### src/hw/rtl/dprle_pkg.sv
// dprle_pkg: shared types and constants for the dash pattern run-length encoder
// holds the transfer payload structs and the sequencer state type
// no dependencies
`timescale 1ns / 1ps
`default_nettype none

package dprle_pkg;

  localparam int TAG_W       = 8;
  localparam int PAT_W       = 16;
  localparam int IDX_W       = 4;
  localparam int RUN_W       = 5;
  localparam int MAX_RESULTS = 16;

  typedef struct packed {
    logic signed [TAG_W-1:0] slot_tag;
    logic [PAT_W-1:0]        pattern;
  } dprle_in_t;

  typedef struct packed {
    logic signed [TAG_W-1:0] slot_tag_out;
    logic [IDX_W-1:0]        run_index;
    logic [RUN_W-1:0]        run_length;
    logic [RUN_W-1:0]        start_offset;
    logic [RUN_W-1:0]        run_count;
    logic                    last_run;
  } dprle_out_t;

  typedef enum logic [1:0] {
    ST_IDLE,
    ST_SCAN,
    ST_EMIT,
    ST_TAIL
  } dprle_state_t;

endpackage

`default_nettype wire

### src/hw/rtl/dash_pattern_run_length_encoder_core.sv
// dash_pattern_run_length_encoder_core: turns a line-style pattern into a dash list
// bit-serial scan pass then bit-serial emit pass over one pattern shift register
// depends on dprle_pkg
//
//   channel | ports                        | direction | payload
//   --------+------------------------------+-----------+-------------
//   in      | in_valid, in_stall, in_data  | in        | dprle_in_t
//   out     | out_valid, out_stall, out_data | out     | dprle_out_t
//
// an item passes through ST_IDLE, which takes the transfer, ST_SCAN, which counts
// the offset and runs, ST_EMIT, which shifts the runs out, and ST_TAIL, which sends
// the appended offset element, if any; an out side stall holds ST_EMIT and ST_TAIL
// the pattern shift register, walked once per pass, shifts one bit per cycle unless stalled
// rst_n is synchronous: it clears the sequencer and the result valid
// a result waits in the output register while the next item is taken and scanned
`timescale 1ns / 1ps
`default_nettype none

module dash_pattern_run_length_encoder_core
  import dprle_pkg::*;
#(
  parameter int PATTERN_BITS = 16
) (
  input  wire logic       clk,
  input  wire logic       rst_n,
  input  wire logic       in_valid,
  output logic            in_stall,
  input  wire dprle_in_t  in_data,
  output logic            out_valid,
  input  wire logic       out_stall,
  output dprle_out_t      out_data
);

  localparam int PB = PATTERN_BITS;
  localparam int CW = $clog2(PB + 1);
  localparam int SW = (CW + 1 > RUN_W) ? CW + 1 : RUN_W;

  dprle_state_t            state_r, state_nxt;
  logic [PB-1:0]           pat_r, pat_nxt;
  logic [PB-1:0]           save_r, save_nxt;
  logic [PB-1:0]           pat_in;
  logic signed [TAG_W-1:0] tag_r, tag_nxt;
  logic [CW-1:0]           pos_r, pos_nxt;
  logic [CW-1:0]           offset_r, offset_nxt;
  logic [CW-1:0]           nruns_r, nruns_nxt;
  logic [CW-1:0]           len_r, len_nxt;
  logic                    seen_r, seen_nxt;
  logic                    prev_r, prev_nxt;
  logic [RUN_W-1:0]        k_r, k_nxt;
  dprle_out_t              out_r, out_nxt;
  logic                    out_valid_r, out_valid_nxt;

  logic                    out_free;
  logic                    msb, nxt_bit, last_bit, run_end;
  logic                    fold_c, append_c, more_c, fold_here;
  logic [SW-1:0]           list_len, off_ext, len_sum;
  logic [RUN_W-1:0]        count_c, k_inc;
  logic [CW-1:0]           len_inc;

  // pattern bits above the field width read as zero
  for (genvar gi = 0; gi < PB; gi++) begin : g_pat
    if (gi < PAT_W) begin : g_used
      assign pat_in[gi] = in_data.pattern[gi];
    end else begin : g_zero
      assign pat_in[gi] = 1'b0;
    end
  end

  assign out_free = !out_valid_r || !out_stall;
  assign msb      = pat_r[PB-1];
  assign nxt_bit  = pat_r[PB-2];
  assign last_bit = (pos_r == CW'(PB - 1));
  assign run_end  = last_bit || (nxt_bit != msb);

  // list shape from the scan pass
  assign fold_c    = (offset_r != '0) && (nruns_r != '0) && !nruns_r[0];
  assign append_c  = (offset_r != '0) && !fold_c;
  assign list_len  = SW'(nruns_r) + SW'(append_c);
  assign count_c   = (list_len > SW'(MAX_RESULTS)) ? RUN_W'(MAX_RESULTS)
                                                   : list_len[RUN_W-1:0];
  assign more_c    = (k_r < count_c);
  assign fold_here = fold_c && (SW'(k_r) == SW'(nruns_r) - SW'(1));
  assign off_ext   = SW'(offset_r);
  assign len_inc   = len_r + CW'(1);
  assign len_sum   = SW'(len_inc) + (fold_here ? off_ext : SW'(0));
  assign k_inc     = k_r + RUN_W'(1);

  always_comb begin
    state_nxt = state_r;
    unique case (state_r)
      ST_IDLE: if (in_valid) state_nxt = ST_SCAN;
      ST_SCAN: if (last_bit) state_nxt = ST_EMIT;
      ST_EMIT: if (out_free && last_bit) state_nxt = ST_TAIL;
      ST_TAIL: begin
        if (!(append_c && more_c) || out_free) state_nxt = ST_IDLE;
      end
      default: state_nxt = ST_IDLE;
    endcase
  end

  always_comb begin
    in_stall  = (state_r != ST_IDLE);
    out_valid = out_valid_r;
    out_data  = out_r;
  end

  always_comb begin
    pat_nxt       = pat_r;
    save_nxt      = save_r;
    tag_nxt       = tag_r;
    pos_nxt       = pos_r;
    offset_nxt    = offset_r;
    nruns_nxt     = nruns_r;
    len_nxt       = len_r;
    seen_nxt      = seen_r;
    prev_nxt      = prev_r;
    k_nxt         = k_r;
    out_nxt       = out_r;
    out_valid_nxt = out_valid_r && out_stall;

    out_nxt.slot_tag_out = out_r.slot_tag_out;

    unique case (state_r)
      ST_IDLE: begin
        if (in_valid) begin
          pat_nxt    = pat_in;
          save_nxt   = pat_in;
          tag_nxt    = in_data.slot_tag;
          pos_nxt    = '0;
          offset_nxt = '0;
          nruns_nxt  = '0;
          seen_nxt   = 1'b0;
          prev_nxt   = 1'b0;
        end
      end
      ST_SCAN: begin
        pat_nxt = pat_r << 1;
        pos_nxt = pos_r + CW'(1);
        if (!seen_r) begin
          if (!msb) begin
            offset_nxt = offset_r + CW'(1);
          end else begin
            seen_nxt  = 1'b1;
            nruns_nxt = CW'(1);
            prev_nxt  = 1'b1;
          end
        end else if (msb != prev_r) begin
          nruns_nxt = nruns_r + CW'(1);
          prev_nxt  = msb;
        end
        if (last_bit) begin
          pat_nxt  = save_r;
          pos_nxt  = '0;
          seen_nxt = 1'b0;
          len_nxt  = '0;
          k_nxt    = '0;
        end
      end
      ST_EMIT: begin
        if (out_free) begin
          pat_nxt = pat_r << 1;
          pos_nxt = pos_r + CW'(1);
          // leading zeros are skipped, everything after belongs to a run
          if (seen_r || msb) begin
            seen_nxt = 1'b1;
            if (run_end) begin
              len_nxt = '0;
              if (more_c) begin
                out_nxt.slot_tag_out = tag_r;
                out_nxt.run_index    = k_r[IDX_W-1:0];
                out_nxt.run_length   = len_sum[RUN_W-1:0];
                out_nxt.start_offset = off_ext[RUN_W-1:0];
                out_nxt.run_count    = count_c;
                out_nxt.last_run     = (k_inc == count_c);
                out_valid_nxt        = 1'b1;
                k_nxt                = k_inc;
              end
            end else begin
              len_nxt = len_inc;
            end
          end
        end
      end
      ST_TAIL: begin
        if (append_c && more_c && out_free) begin
          out_nxt.slot_tag_out = tag_r;
          out_nxt.run_index    = k_r[IDX_W-1:0];
          out_nxt.run_length   = off_ext[RUN_W-1:0];
          out_nxt.start_offset = off_ext[RUN_W-1:0];
          out_nxt.run_count    = count_c;
          out_nxt.last_run     = (k_inc == count_c);
          out_valid_nxt        = 1'b1;
          k_nxt                = k_inc;
        end
      end
      default: begin
        pat_nxt = pat_r;
      end
    endcase
  end

  always_ff @(posedge clk) begin
    if (!rst_n) begin
      state_r     <= ST_IDLE;
      out_valid_r <= 1'b0;
    end else begin
      state_r     <= state_nxt;
      out_valid_r <= out_valid_nxt;
    end
  end

  always_ff @(posedge clk) begin
    pat_r    <= pat_nxt;
    save_r   <= save_nxt;
    tag_r    <= tag_nxt;
    pos_r    <= pos_nxt;
    offset_r <= offset_nxt;
    nruns_r  <= nruns_nxt;
    len_r    <= len_nxt;
    seen_r   <= seen_nxt;
    prev_r   <= prev_nxt;
    k_r      <= k_nxt;
    out_r    <= out_nxt;
  end

endmodule

`default_nettype wire

### config.mk
export PLATFORM = sky130hd
export DESIGN_NAME = dash_pattern_run_length_encoder_core
export DESIGN_NICKNAME = d
export VERILOG_FILES = /design/src/hw/rtl/dprle_pkg.sv /design/src/hw/rtl/dash_pattern_run_length_encoder_core.sv
export SDC_FILE = /design/constraint.sdc
export NUM_CORES = 1
export LEC_CHECK = 0
export BUFFER_PORTS_ARGS = -buffer_cell sky130_fd_sc_hd__buf_2
export CAP_MARGIN = 20
export CORE_AREA = 5 5 161 86
export CTS_CLUSTER_DIAMETER = 100
export DETAILED_ROUTE_END_ITERATION = 8
export DIE_AREA = 0 0 166 91
export PLACE_DENSITY_LB_ADDON = 0.2
export SETUP_SLACK_MARGIN = 0.05
export SKIP_CTS_REPAIR_TIMING = 1
export SYNTH_ARGS = -nofsm -noshare
export SYNTH_HDL_FRONTEND = slang
export SYNTH_SLANG_ARGS = --single-unit
### constraint.sdc
create_clock -name clk -period 4.7 [get_ports clk]
set_clock_uncertainty 0.05 [all_clocks]
set_input_delay 0.47 -clock clk [delete_from_list [all_inputs] [get_ports clk]]
set_output_delay 0.47 -clock clk [all_outputs]
set_load 0.01 [all_outputs]
; After elaboration in Yosys (flattened, before gate mapping)
; Cells that the tools add are included.
[op_classes]
n_addsub = 8
magnitude_cmp = 2
eq_ne = 21
muxes = 56
n_reduce_logical = 35
[op_table]
columns = operator, n
row1 = $mux 28, 5
row2 = $mux 5, 19
row3 = $pmux 28 s2, 1
row4 = $mux 16, 3
row5 = $pmux 16 s3, 1
row6 = $pmux 5 s2, 3
row7 = $pmux 5 s3, 2
row8 = $add 5x1->5 const B, 5
row9 = $ne 2x2->1 const B, 11
row10 = $reduce_and 4->1, 5
row11 = $mux 1, 14
row12 = $reduce_bool 5->1, 2
row13 = $logic_and 1x1->1, 8
row14 = $mux 2, 4
row15 = $pmux 2 s4, 1
row16 = $reduce_bool 2->1, 4
row17 = $reduce_and 7->1, 1
row18 = $add 5x1->6, 1
row19 = $eq 5x6->1, 1
row20 = $gt 6x5->1 const B, 1
row21 = $ne 3x3->1 const B, 2
row22 = $reduce_and 6->1, 1
row23 = $reduce_bool 3->1, 2
row24 = $sub 5x1->6 const B, 1
row25 = other kinds (14), 24
[totals]
ff_bits = 98
inputBits = 28
elab_cells = 140

; Longest topological paths before layout
; Gate-level depths: netlist (run 1).
[depth]
depth_word = 14
ltp_mapped = 17
depth_no_buf = 17

; Least setup slack after synthesis (run 1)
; No wires, ideal clock.
[synth_path]
kind = reg-to-reg
from = register offset_r[0]
to = register out_r (netlist bit out_data[0]) (enable)
setup_time_ps = 388
t_arrival_ps = 3462
t_required_ps = 4262
path_slack_ps = 800
stages_incl_launch_ff = 17
path_buffers = 0
cell_sequence = edfxtp_1 inv_1 ha_1 nor4b_4 nor2_1 ha_1 nand3_1 xnor2_1 a31oi_4 nand2_4 ha_1 nor2b_1 o21a_1 o211ai_1 nand2_1 a21oi_1 and4b_1
[synth_between]
elab_chain_cells = 13
elab_cells_between_ends = 14
[synth_lines]
columns = element, line
row1 = from (decl), dash_pattern_run_length_encoder_core.sv:44  ; logic [CW-1:0] offset_r, offset_nxt;
row2 = from (signal assigned), dash_pattern_run_length_encoder_core.sv:217  ; offset_r <= offset_nxt;
row3 = $reduce_bool 5->1 (*), "dash_pattern_run_length_encoder_core.sv:76, dash_pattern_run_length_encoder_core.sv:77"
row4 = $logic_and 1x1->1 (2 in series), dash_pattern_run_length_encoder_core.sv:76  ; assign fold_c = (offset_r != '0) && (nruns_r != '0) && !nruns_r[0];
row5 = $logic_not 1->1, dash_pattern_run_length_encoder_core.sv:77  ; assign append_c = (offset_r != '0) && !fold_c;
row6 = $logic_and 1x1->1 (*), dash_pattern_run_length_encoder_core.sv:77
row7 = $add 5x1->6, dash_pattern_run_length_encoder_core.sv:78  ; assign list_len = SW'(nruns_r) + SW'(append_c);
row8 = $gt 6x5->1, dash_pattern_run_length_encoder_core.sv:79  ; assign count_c = (list_len > SW'(MAX_RESULTS)) ? RUN_W'(MAX_RESULTS)
row9 = $mux 5, dash_pattern_run_length_encoder_core.sv:79
row10 = $lt 5x5->1, dash_pattern_run_length_encoder_core.sv:81  ; assign more_c = (k_r < count_c);
row11 = $logic_and 1x1->1 (2 in series), dash_pattern_run_length_encoder_core.sv:185  ; if (append_c && more_c && out_free) begin
row12 = $ne 2x2->1 (no line), -
row13 = $reduce_and 6->1 (no line) (*), -
row14 = to (signal assigned), dash_pattern_run_length_encoder_core.sv:223  ; out_r <= out_nxt;
row15 = to (decl), dash_pattern_run_length_encoder_core.sv:50  ; dprle_out_t out_r, out_nxt;
; Every way passes the cells marked *; elsewhere a longest branch is shown, timed or not.
; A chain may end at the register's enable or synchronous reset.

; Final worst setup path (run 1)
[layout_path]
from = register offset_r[0]
to = register out_r (netlist bit out_data[17]) (enable)
; Same word-level chain as after synthesis.

==> run summary, run 1 <==
Worst slew margin: 0.475
Routed wire per std cell: 16.2 microns
placed inst area: 0.00528 sq mm
fin nets: 472
Synth Warn #: 0
setup TNS: 0 ns
Worst IR Drop VDD: 0.247 mV
Final setup viols: 0
Core Rows: 29
CTS tree: yes
vias: 2850
Post-synth EDFFs: 95
First DRT Iteration DRCs: 130
asr flop ratio synth: 0
synthesized area per cell: 13.4 sq um
crit share post-route: 0.841
Yosys cell types: 43
pin count of the biggest net entering global routing: 24
I/O Buffers: 57
Max Cap Violations: 0
Clk Latency, worst-skew pair: 0.34 ns
Fin. Hold Viols: 0
Pre-Repair DR Iteration Count: 4
HPWL after DPL: 7060 microns
DRT Wirelength: 9560 microns
Ant. Diodes: 0
post-synthesis sequential area ratio: 0.608
RePlAce Congestion: 0.818
Data arrival, critical path: 3.93 ns
vias in the first global route: 2704
leakage: 2.18 nW
crit path cell chain: inv_1 -> ha_1 -> nor4b_4 -> nor2_1 -> ha_1 -> nand3_1 -> xnor2_1 -> a31oi_4 -> nand2_4 -> ha_1 -> nor2b_1 -> o21a_1 -> o211ai_1 -> nand2_1 -> a21oi_1 -> and4b_1 -> buf_4
min cycle time layout: 3.95 ns
worst hold path type: input port to flip-flop
max-slew violations: 0
vias per inst: 4.81
cells after synthesis: 357
Power per Cell Area: 700 mW/mm^2
RSZ-0062 raised after global routing: no
startpoint types: flip-flop
grt total ovfl: 0
area grow syn2layout: 15.8%
CP max-delay cell: edfxtp_1
Post-synth top flop: edfxtp_1
H-tree levels: 3
antenna violations before repair: 0
Post-Syn Area: 0.00479 sq mm
Mapped Nets: 411
die height: 91 microns
clk buf depth: 2
starting density of the core: 0.390
worst-path maximum fanout: 20
Worst-path clk slew: 0.07 ns
Chip Width: 166 microns
f_max: 0.253 GHz
Crit Path Category: flip-flop to flip-flop
CTS Buf Count: 9
Worst path max stage delay: 0.49 ns
Routed Antenna Nets: 0
core box area: 0.0123 sq mm
DRC violations left: 0
Hold Slack: 0.255 ns
Yosys reg bits: 98
share of layout cells above drive strength 1: 0.218
clk root buf: clkbuf_16
outcome: completed
worst path required time: 4.67 ns
CP dominant cell by count: ha_1
gr usage total: 0.129
Final Instance Area: 0.00555 sq mm
Worst Setup End Kind: flip-flop
die area: 0.0151 sq mm
worst slew pin tran: 0.788 ns
CTS sink cnt: 98
Top-Level Pins: 58
first-pass GRT wire length: 15300 microns
[through the flow]
stage | worst slack, ns | total power [mW] | std cells | utilization
final | 0.745 | 3.89 | 592 | 0.451
after global routing | 0.382 | 4.18 | 592 | 0.451
after CTS | 0.729 | 3.93 | 592 | 0.451
after detailed placement | 0.740 | 3.22 | 577 | 0.429
after global placement | 0.867 | 3.17 | 576 | 0.427
after floorplan | 0.800 | 2.75 | 357 | -
[state kept, by name, indices dropped and copies added, names as in the netlist]
register and flops:
out_data 28, pat_r 16, save_r 16, tag_r 8, k_r 5, len_r 5
nruns_r 5, offset_r 5, pos_r 5, state_r 2, out_valid 1, prev_r 1
seen_r 1
[layout by cell type, fill, tap and decap left out, drive strengths merged, types with 4 or more instances in the layout]
master / count
xor2: 14
ha: 25
xnor2: 14
nand3: 11
nand2b: 6
a21boi: 4
o21ai: 10
and3: 6
nor2: 27
clkbuf: 9
and2: 10
edfxtp: 95
nor2b: 20
inv: 27
a21oi: 11
a221o: 15
nand2: 18
mux2i: 6
buf: 62
[path summary, 6_finish.rpt]
| path | cells past startpoint | slack [ns] | to | from |
|---|---|---|---|---|
| hold reg to reg | 0 | 0.37 | out_data[27]$_DFFE_PP_ | tag_r[7]$_DFFE_PP_ |
| hold / removal | 1 | 0.26 | tag_r[4]$_DFFE_PP_ | in_data[20] |
| setup reg to reg | 17 | 0.75 | out_data[17]$_DFFE_PP_ | offset_r[0]$_SDFFCE_PN0P_ |
| setup / recovery | 17 | 0.75 | out_data[17]$_DFFE_PP_ | offset_r[0]$_SDFFCE_PN0P_ |
[cell families (layout without fill, tap and decap cells)]
group | after synthesis | after routing | share of synthesized area
mux | 8 | 8 | 0.0172
buf+inv | 36 | 101 | 0.0345
xor+xnor | 28 | 28 | 0.0512
compound gates | 53 | 53 | 0.0911
fa+ha+maj | 26 | 26 | 0.0695
simple gates | 108 | 108 | 0.129
flops | 98 | 98 | 0.608
[where the power goes]
part | internal (mW) | switching [mW]
Combinational | 0.612 | 0.903
Sequential | 1.43 | 0.262
Clock | 0.362 | 0.320
Total | 2.40 | 1.48
[synthesized netlist by cell type, types with 2 or more instances]
cell type	instances	area share
mux2i_1	6	0.013
nor2_1	26	0.020
a21oi_1	11	0.011
o21ai_0	10	0.010
a21o_1	3	0.0047
a21boi_0	4	0.0063
xor2_1	14	0.026
nand2b_1	6	0.0078
edfxtp_1	95	0.60
mux2_2	2	0.0047
clkbuf_8	3	0.0086
nand2_1	17	0.013
o21a_1	3	0.0047
a221o_1	15	0.031
clkbuf_1	9	0.0070
nor4b_4	2	0.0099
nor2b_1	20	0.026
and2_1	9	0.012
xnor2_1	14	0.026
ha_1	25	0.065
and3_1	6	0.0078
inv_1	24	0.019
nand3_1	11	0.011
dfxtp_1	3	0.013
[cell type report]
class / count / area (sq um)
Tap cell: 170 / 213
Inverter: 24 / 90.1
Timing Repair Buffer: 62 / 343
Clock inverter: 6 / 48.8
Fill cell: 1129 / 6750
Multi-Input combinational cell: 223 / 1720
Clock buffer: 9 / 225
Sequential cell: 98 / 2910
[routing by layer]
layer	GRT usage	vias to the layer above	wire [microns]
met2	0.158	65	3610
li1	-	1418	-
met5	0	-	0
met4	0.0371	0	43
met1	0.211	1365	5450
met3	0.0416	2	456
[critical path, delay by kind of cell (launching register included)]
| family | cells | cell delay (ns) |
|---|---|---|
| flip-flops | 1 | 0.49 |
| AO/OA/AOI/OAI | 4 | 0.74 |
| buffers and inverters | 2 | 0.39 |
| XOR/XNOR | 1 | 0.12 |
| AND/OR/NAND/NOR | 7 | 1.20 |
| adder cells (fa/ha/maj) | 3 | 0.65 |
Note: power is estimated with default switching activity, not from simulation.
==> run 2, diff against run 1 <==
clock period = 4.2 ns   (was 4.7 ns; I/O delays follow)
==> run summary, run 2 (synthesis gave the netlist of run 1 again) <==
outcome: completed
Int Pwr: 2.78 mW (+15%)
die area: 0.0151 sq mm (unchanged)
First DRT Iteration DRCs: 224 (+72%)
leakage: 2.21 nW (+1.5%)
Power per Cell Area: 790 mW/mm^2 (+13%)
CP dominant cell by count: ha_1
Top-Level Pins: 58 (unchanged)
Routed wire per std cell: 16.2 microns (+0.23%)
HPWL after DPL: 7090 microns (+0.45%)
startpoint types: flip-flop
vias per inst: 4.81 (-0.16%)
starting density of the core: 0.390 (unchanged)
worst path required time: 4.19 ns (-0.48 ns)
Worst slew margin: 0.483 (+0.00832)
vias in the first global route: 2841 (+5.1%)
NetSw: 1.66 mW (+12%)
family with the most delay on the worst path: simple AND/OR/NAND/NOR gates
crit path cell chain: inv_1 -> ha_1 -> nor4b_4 -> nor2_1 -> ha_1 -> nand3_1 -> xnor2_1 -> a31oi_4 -> nand2_4 -> ha_1 -> nor2b_1 -> o21a_1 -> o211ai_1 -> nand2_2 -> a21oi_1 -> and4b_1 -> buf_8
I/O Buffers: 57 (unchanged)
worst hold path type: input port to flip-flop
Worst Setup End Kind: flip-flop
Pre-Repair DR Iteration Count: 4 (unchanged)
DRC violations left: 0 (unchanged)
Net Sw Frac: 0.375 (-0.00726)
Crit Path Category: flip-flop to flip-flop
H-tree levels: 3 (unchanged)
gr usage total: 0.133 (+0.00413)
Min-Delay Startpoint: in_data[18]
Sequential Power Share: 0.423 (-0.012)
Worst-path clk slew: 0.07 ns (about the same)
Clk pwr share: 0.187 (+0.012)
max-slew violations: 0 (unchanged)
Final setup viols: 0 (unchanged)
CP Launch Point: offset_r[1]$_SDFFCE_PN0P_
Routed Antenna Nets: 0 (unchanged)
RePlAce Congestion: 0.806 (-1.5%)
fin nets: 478 (+1.3%)
Ant. Diodes: 0 (unchanged)
grt total ovfl: 0 (unchanged)
core box area: 0.0123 sq mm (unchanged)
commonest non-fill, non-tap cell in the layout: edfxtp_1
share of layout cells above drive strength 1: 0.228 (+0.0104)
Data arrival, critical path: 3.77 ns (-0.16 ns)
number of flip-flops in the largest register: 28 (unchanged)
vias: 2879 (+1.0%)
clk buf depth: 2 (unchanged)
worst path bufs/invs: 2 (unchanged)
antenna violations before repair: 0 (unchanged)
area of the multi-input gates: 0.00172 sq mm (+0.15%)
Core Rows: 29 (unchanged)
worst-path maximum fanout: 20 (unchanged)
Fillers: 1135 (+0.53%)
min cycle time layout: 3.78 ns (-0.172 ns)
Fin. Hold Viols: 0 (unchanged)
CTS Buf Count: 9 (unchanged)
Worst IR Drop VDD: 0.282 mV (+14%)
most frequent cells in the layout: edfxtp_1, buf_2, nor2_1
Final Instance Area: 0.00561 sq mm (+1.1%)
CTS tree: yes
RSZ-0062 raised after global routing: no
worst slew pin tran: 0.776 ns (-0.0125 ns)
CP max-delay cell: edfxtp_1
Gate power share: 0.390 (about the same)
f_max: 0.264 GHz (+4.6%)
Hold Slack: 0.206 ns (-0.0493 ns)
Clk Latency, worst-skew pair: 0.34 ns (about the same)
DRT Wirelength: 9700 microns (+1.4%)
pin count of the biggest net entering global routing: 24 (unchanged)
first-pass GRT wire length: 16000 microns (+4.1%)
Register Area: 0.00291 sq mm (unchanged)
FF-to-FF Start: offset_r[1]$_SDFFCE_PN0P_
area grow syn2layout: 17.2%
setup TNS: 0 ns (unchanged)
clk root buf: clkbuf_16
placed inst area: 0.00528 sq mm (about the same)
crit share post-route: 0.901 (+0.0591)
die height: 91 microns (unchanged)
Worst path max stage delay: 0.46 ns (-0.03 ns)
Max Cap Violations: 0 (unchanged)
Chip Width: 166 microns (unchanged)
CTS sink cnt: 98 (unchanged)
run 2: metrics by stage:
stage          power [mW]  utilization  instances  worst slack (ns)
2_1_floorplan        3.08            -        357             0.300
3_3_place_gp         3.56        0.428        578             0.369
3_5_place_dp         3.59        0.429        579             0.246
4_1_cts              4.44        0.453        595             0.239
5_1_grt              4.77        0.456        599            0.0637
6_report             4.44        0.456        599             0.418
run 2: final timing paths:
kind,endpoint,slack (ns),cells past startpoint
worst max-delay path,out_data[19]$_DFFE_PP_,0.42,17
worst min register to register,out_data[24]$_DFFE_PP_,0.37,0
worst min-delay path,tag_r[2]$_DFFE_PP_,0.21,1
worst max register to register,out_data[19]$_DFFE_PP_,0.42,17
run 2: area by class of cell:
type,instances,area share
Timing Repair Buffer,68,0.0682
Inverter,24,0.0160
Sequential cell,98,0.519
Multi-Input combinational cell,223,0.306
Clock buffer,11,0.0415
Clock inverter,5,0.0111
Tap cell,170,0.0379
run 2: power groups by stage:
| stage | sequential (mW) | combinational (mW) | clock, mW |
|---|---|---|---|
| floorplan | 1.81 | 1.27 | 0 |
| global placement | 1.89 | 1.67 | 0 |
| detailed placement | 1.90 | 1.69 | 0 |
| CTS | 1.88 | 1.70 | 0.851 |
| global route | 1.92 | 1.95 | 0.894 |
| finish | 1.88 | 1.73 | 0.828 |
run 2: metal layers:
| metal | up-vias | track usage | share of wire |
|---|---|---|---|
| li1 | 1425 | - | - |
| met1 | 1363 | 0.211 | 0.55 |
| met2 | 79 | 0.171 | 0.37 |
| met3 | 12 | 0.0390 | 0.067 |
| met4 | 0 | 0.0439 | 0.015 |
| met5 | - | 0 | 0 |
run 2: worst reg2reg max path, cell delays in order (launching register included):
cell and delay [ns]:
edfxtp_1 0.46, inv_1 0.11, ha_1 0.15, nor4b_4 0.37, nor2_1 0.08, ha_1 0.22
nand3_1 0.10, xnor2_1 0.12, a31oi_4 0.25, nand2_4 0.08, ha_1 0.26, nor2b_1 0.13
o21a_1 0.16, o211ai_1 0.20, nand2_2 0.13, a21oi_1 0.14, and4b_1 0.26, buf_8 0.20
==> run 3, diff against run 2 <==
clock period = 4.9 ns   (was 4.2 ns; I/O delays follow)
==> run summary, run 3 (synthesis gave the netlist of run 1 again) <==
Top-Level Pins: 58 (unchanged)
Power per Cell Area: 671 mW/mm^2 (-15%)
Worst IR Drop VDD: 0.251 mV (-11%)
gr usage total: 0.134 (+0.000301)
pin count of the biggest net entering global routing: 25 (+4.2%)
setup TNS: 0 ns (unchanged)
HPWL after DPL: 7030 microns (-0.89%)
CTS tree: yes
Chip Width: 166 microns (unchanged)
clk root buf: clkbuf_16
Data arrival, critical path: 4.21 ns (+0.44 ns)
worst path required time: 4.91 ns (+0.72 ns)
worst-path maximum fanout: 20 (unchanged)
Pre-Repair DR Iteration Count: 4 (unchanged)
family with the most delay on the worst path: simple AND/OR/NAND/NOR gates
post-layout util: 0.451 (-0.00498)
crit path cell chain: inv_1 -> ha_1 -> nor4b_4 -> nor2_1 -> ha_1 -> nand3_1 -> xnor2_1 -> a31oi_4 -> nand2_4 -> ha_1 -> nor2b_1 -> o21a_1 -> o211ai_1 -> nand2_1 -> a21oi_1 -> and4b_1 -> buf_12
CTS Buf Count: 9 (unchanged)
startpoint types: flip-flop
first-pass GRT wire length: 15800 microns (-0.99%)
CP dominant cell by count: ha_1
min cycle time layout: 4.20 ns (+0.420 ns)
die height: 91 microns (unchanged)
RePlAce Congestion: 0.787 (-2.4%)
outcome: completed
commonest non-fill, non-tap cell in the layout: edfxtp_1
CP max-delay cell: and4b_1
Worst path max stage delay: 0.55 ns (+0.09 ns)
crit share post-route: 0.858 (-0.0430)
max-slew violations: 0 (unchanged)
Clk Latency, worst-skew pair: 0.35 ns (about the same)
area grow syn2layout: 15.9%
Worst slew margin: 0.485 (+0.00165)
Final setup viols: 0 (unchanged)
starting density of the core: 0.390 (unchanged)
Crit Path Category: flip-flop to flip-flop
Max Cap Violations: 0 (unchanged)
die area: 0.0151 sq mm (unchanged)
FF-to-FF setup slack: 0.70 ns (+0.28 ns)
RSZ-0062 raised after global routing: no
antenna violations before repair: 0 (unchanged)
worst hold path type: input port to flip-flop
Routed Antenna Nets: 0 (unchanged)
worst path bufs/invs: 2 (unchanged)
f_max: 0.238 GHz (-10%)
H-tree levels: 3 (unchanged)
worst slew pin tran: 0.773 ns (-0.00247 ns)
core box area: 0.0123 sq mm (unchanged)
Worst-path clk slew: 0.07 ns (about the same)
grt total ovfl: 0 (unchanged)
CTS sink cnt: 98 (unchanged)
share of layout cells above drive strength 1: 0.216 (-0.0128)
Fin. Hold Viols: 0 (unchanged)
vias: 2861 (-0.63%)
fin nets: 471 (-1.5%)
Routed wire per std cell: 16.2 microns (about the same)
Core Rows: 29 (unchanged)
First DRT Iteration DRCs: 231 (+3.1%)
clk buf depth: 2 (unchanged)
DRC violations left: 0 (unchanged)
leakage: 2.18 nW (-1.6%)
vias per inst: 4.83 (+0.55%)
vias in the first global route: 2897 (+2.0%)
number of flip-flops in the largest register: 28 (unchanged)
most frequent cells in the layout: edfxtp_1, buf_2, nor2_1
DRT Wirelength: 9590 microns (-1.1%)
I/O Buffers: 57 (unchanged)
Ant. Diodes: 0 (unchanged)
Worst Setup End Kind: flip-flop
-- run 3: cell count changes in the layout (fill, tap and decap cells not counted) --
cell	previous run	this run
buf_12	0	1
clkinv_2	0	1
buf_4	9	2
clkinvlp_4	2	1
clkbuf_1	2	1
nand2_1	16	17
buf_8	2	1
bufinv_16	1	0
inv_6	1	0
clkinv_4	1	3
clkinv_8	0	1
nand2_2	1	0
-- run 3: cell type report --
type | instances | area, sq um
multi-input cells | 223 | 1720
inverters | 24 | 90.1
well taps | 170 | 213
clock buffers | 10 | 229
repair buffers | 61 | 335
flip-flops and latches | 98 | 2910
clock inverters | 6 | 55.1
fillers | 1108 | 6750
-- run 3: final timing paths --
check	depth (start not counted)	end	start
worst max-delay path	17	out_data[4]$_DFFE_PP_	offset_r[1]$_SDFFCE_PN0P_
worst min-delay path	1	tag_r[6]$_DFFE_PP_	in_data[22]
worst max register to register	17	out_data[4]$_DFFE_PP_	offset_r[1]$_SDFFCE_PN0P_
worst min register to register	0	out_data[20]$_DFFE_PP_	tag_r[0]$_DFFE_PP_
-- run 3: per-layer routing --
layer  wire length, microns  up-vias  GRT usage
met5                      0        -          0
met1                   5320     1378      0.211
li1                       -     1416          -
met2                   3640       60      0.174
met4                    102        0     0.0391
met3                    522        7     0.0408
-- run 3: stage by stage --
stage	worst slack (ns)	hold slack, ns	area, sq um	instances	total power [mW]
floorplan	1.00	0.350	4790	357	2.64
global route	0.289	0.254	5550	592	4.01
CTS	0.647	0.257	5540	591	3.75
finish	0.698	0.265	5550	592	3.72
detailed placement	0.657	0.359	5250	575	3.07
global placement	0.809	0.353	5250	575	3.04
-- run 3: where the power goes --
group / internal, mW / switching, mW / total (mW)
Clock: 0.350 / 0.317 / 0.667
Combinational: 0.583 / 0.853 / 1.44
Sequential: 1.37 / 0.250 / 1.62
Total: 2.30 / 1.42 / 3.72
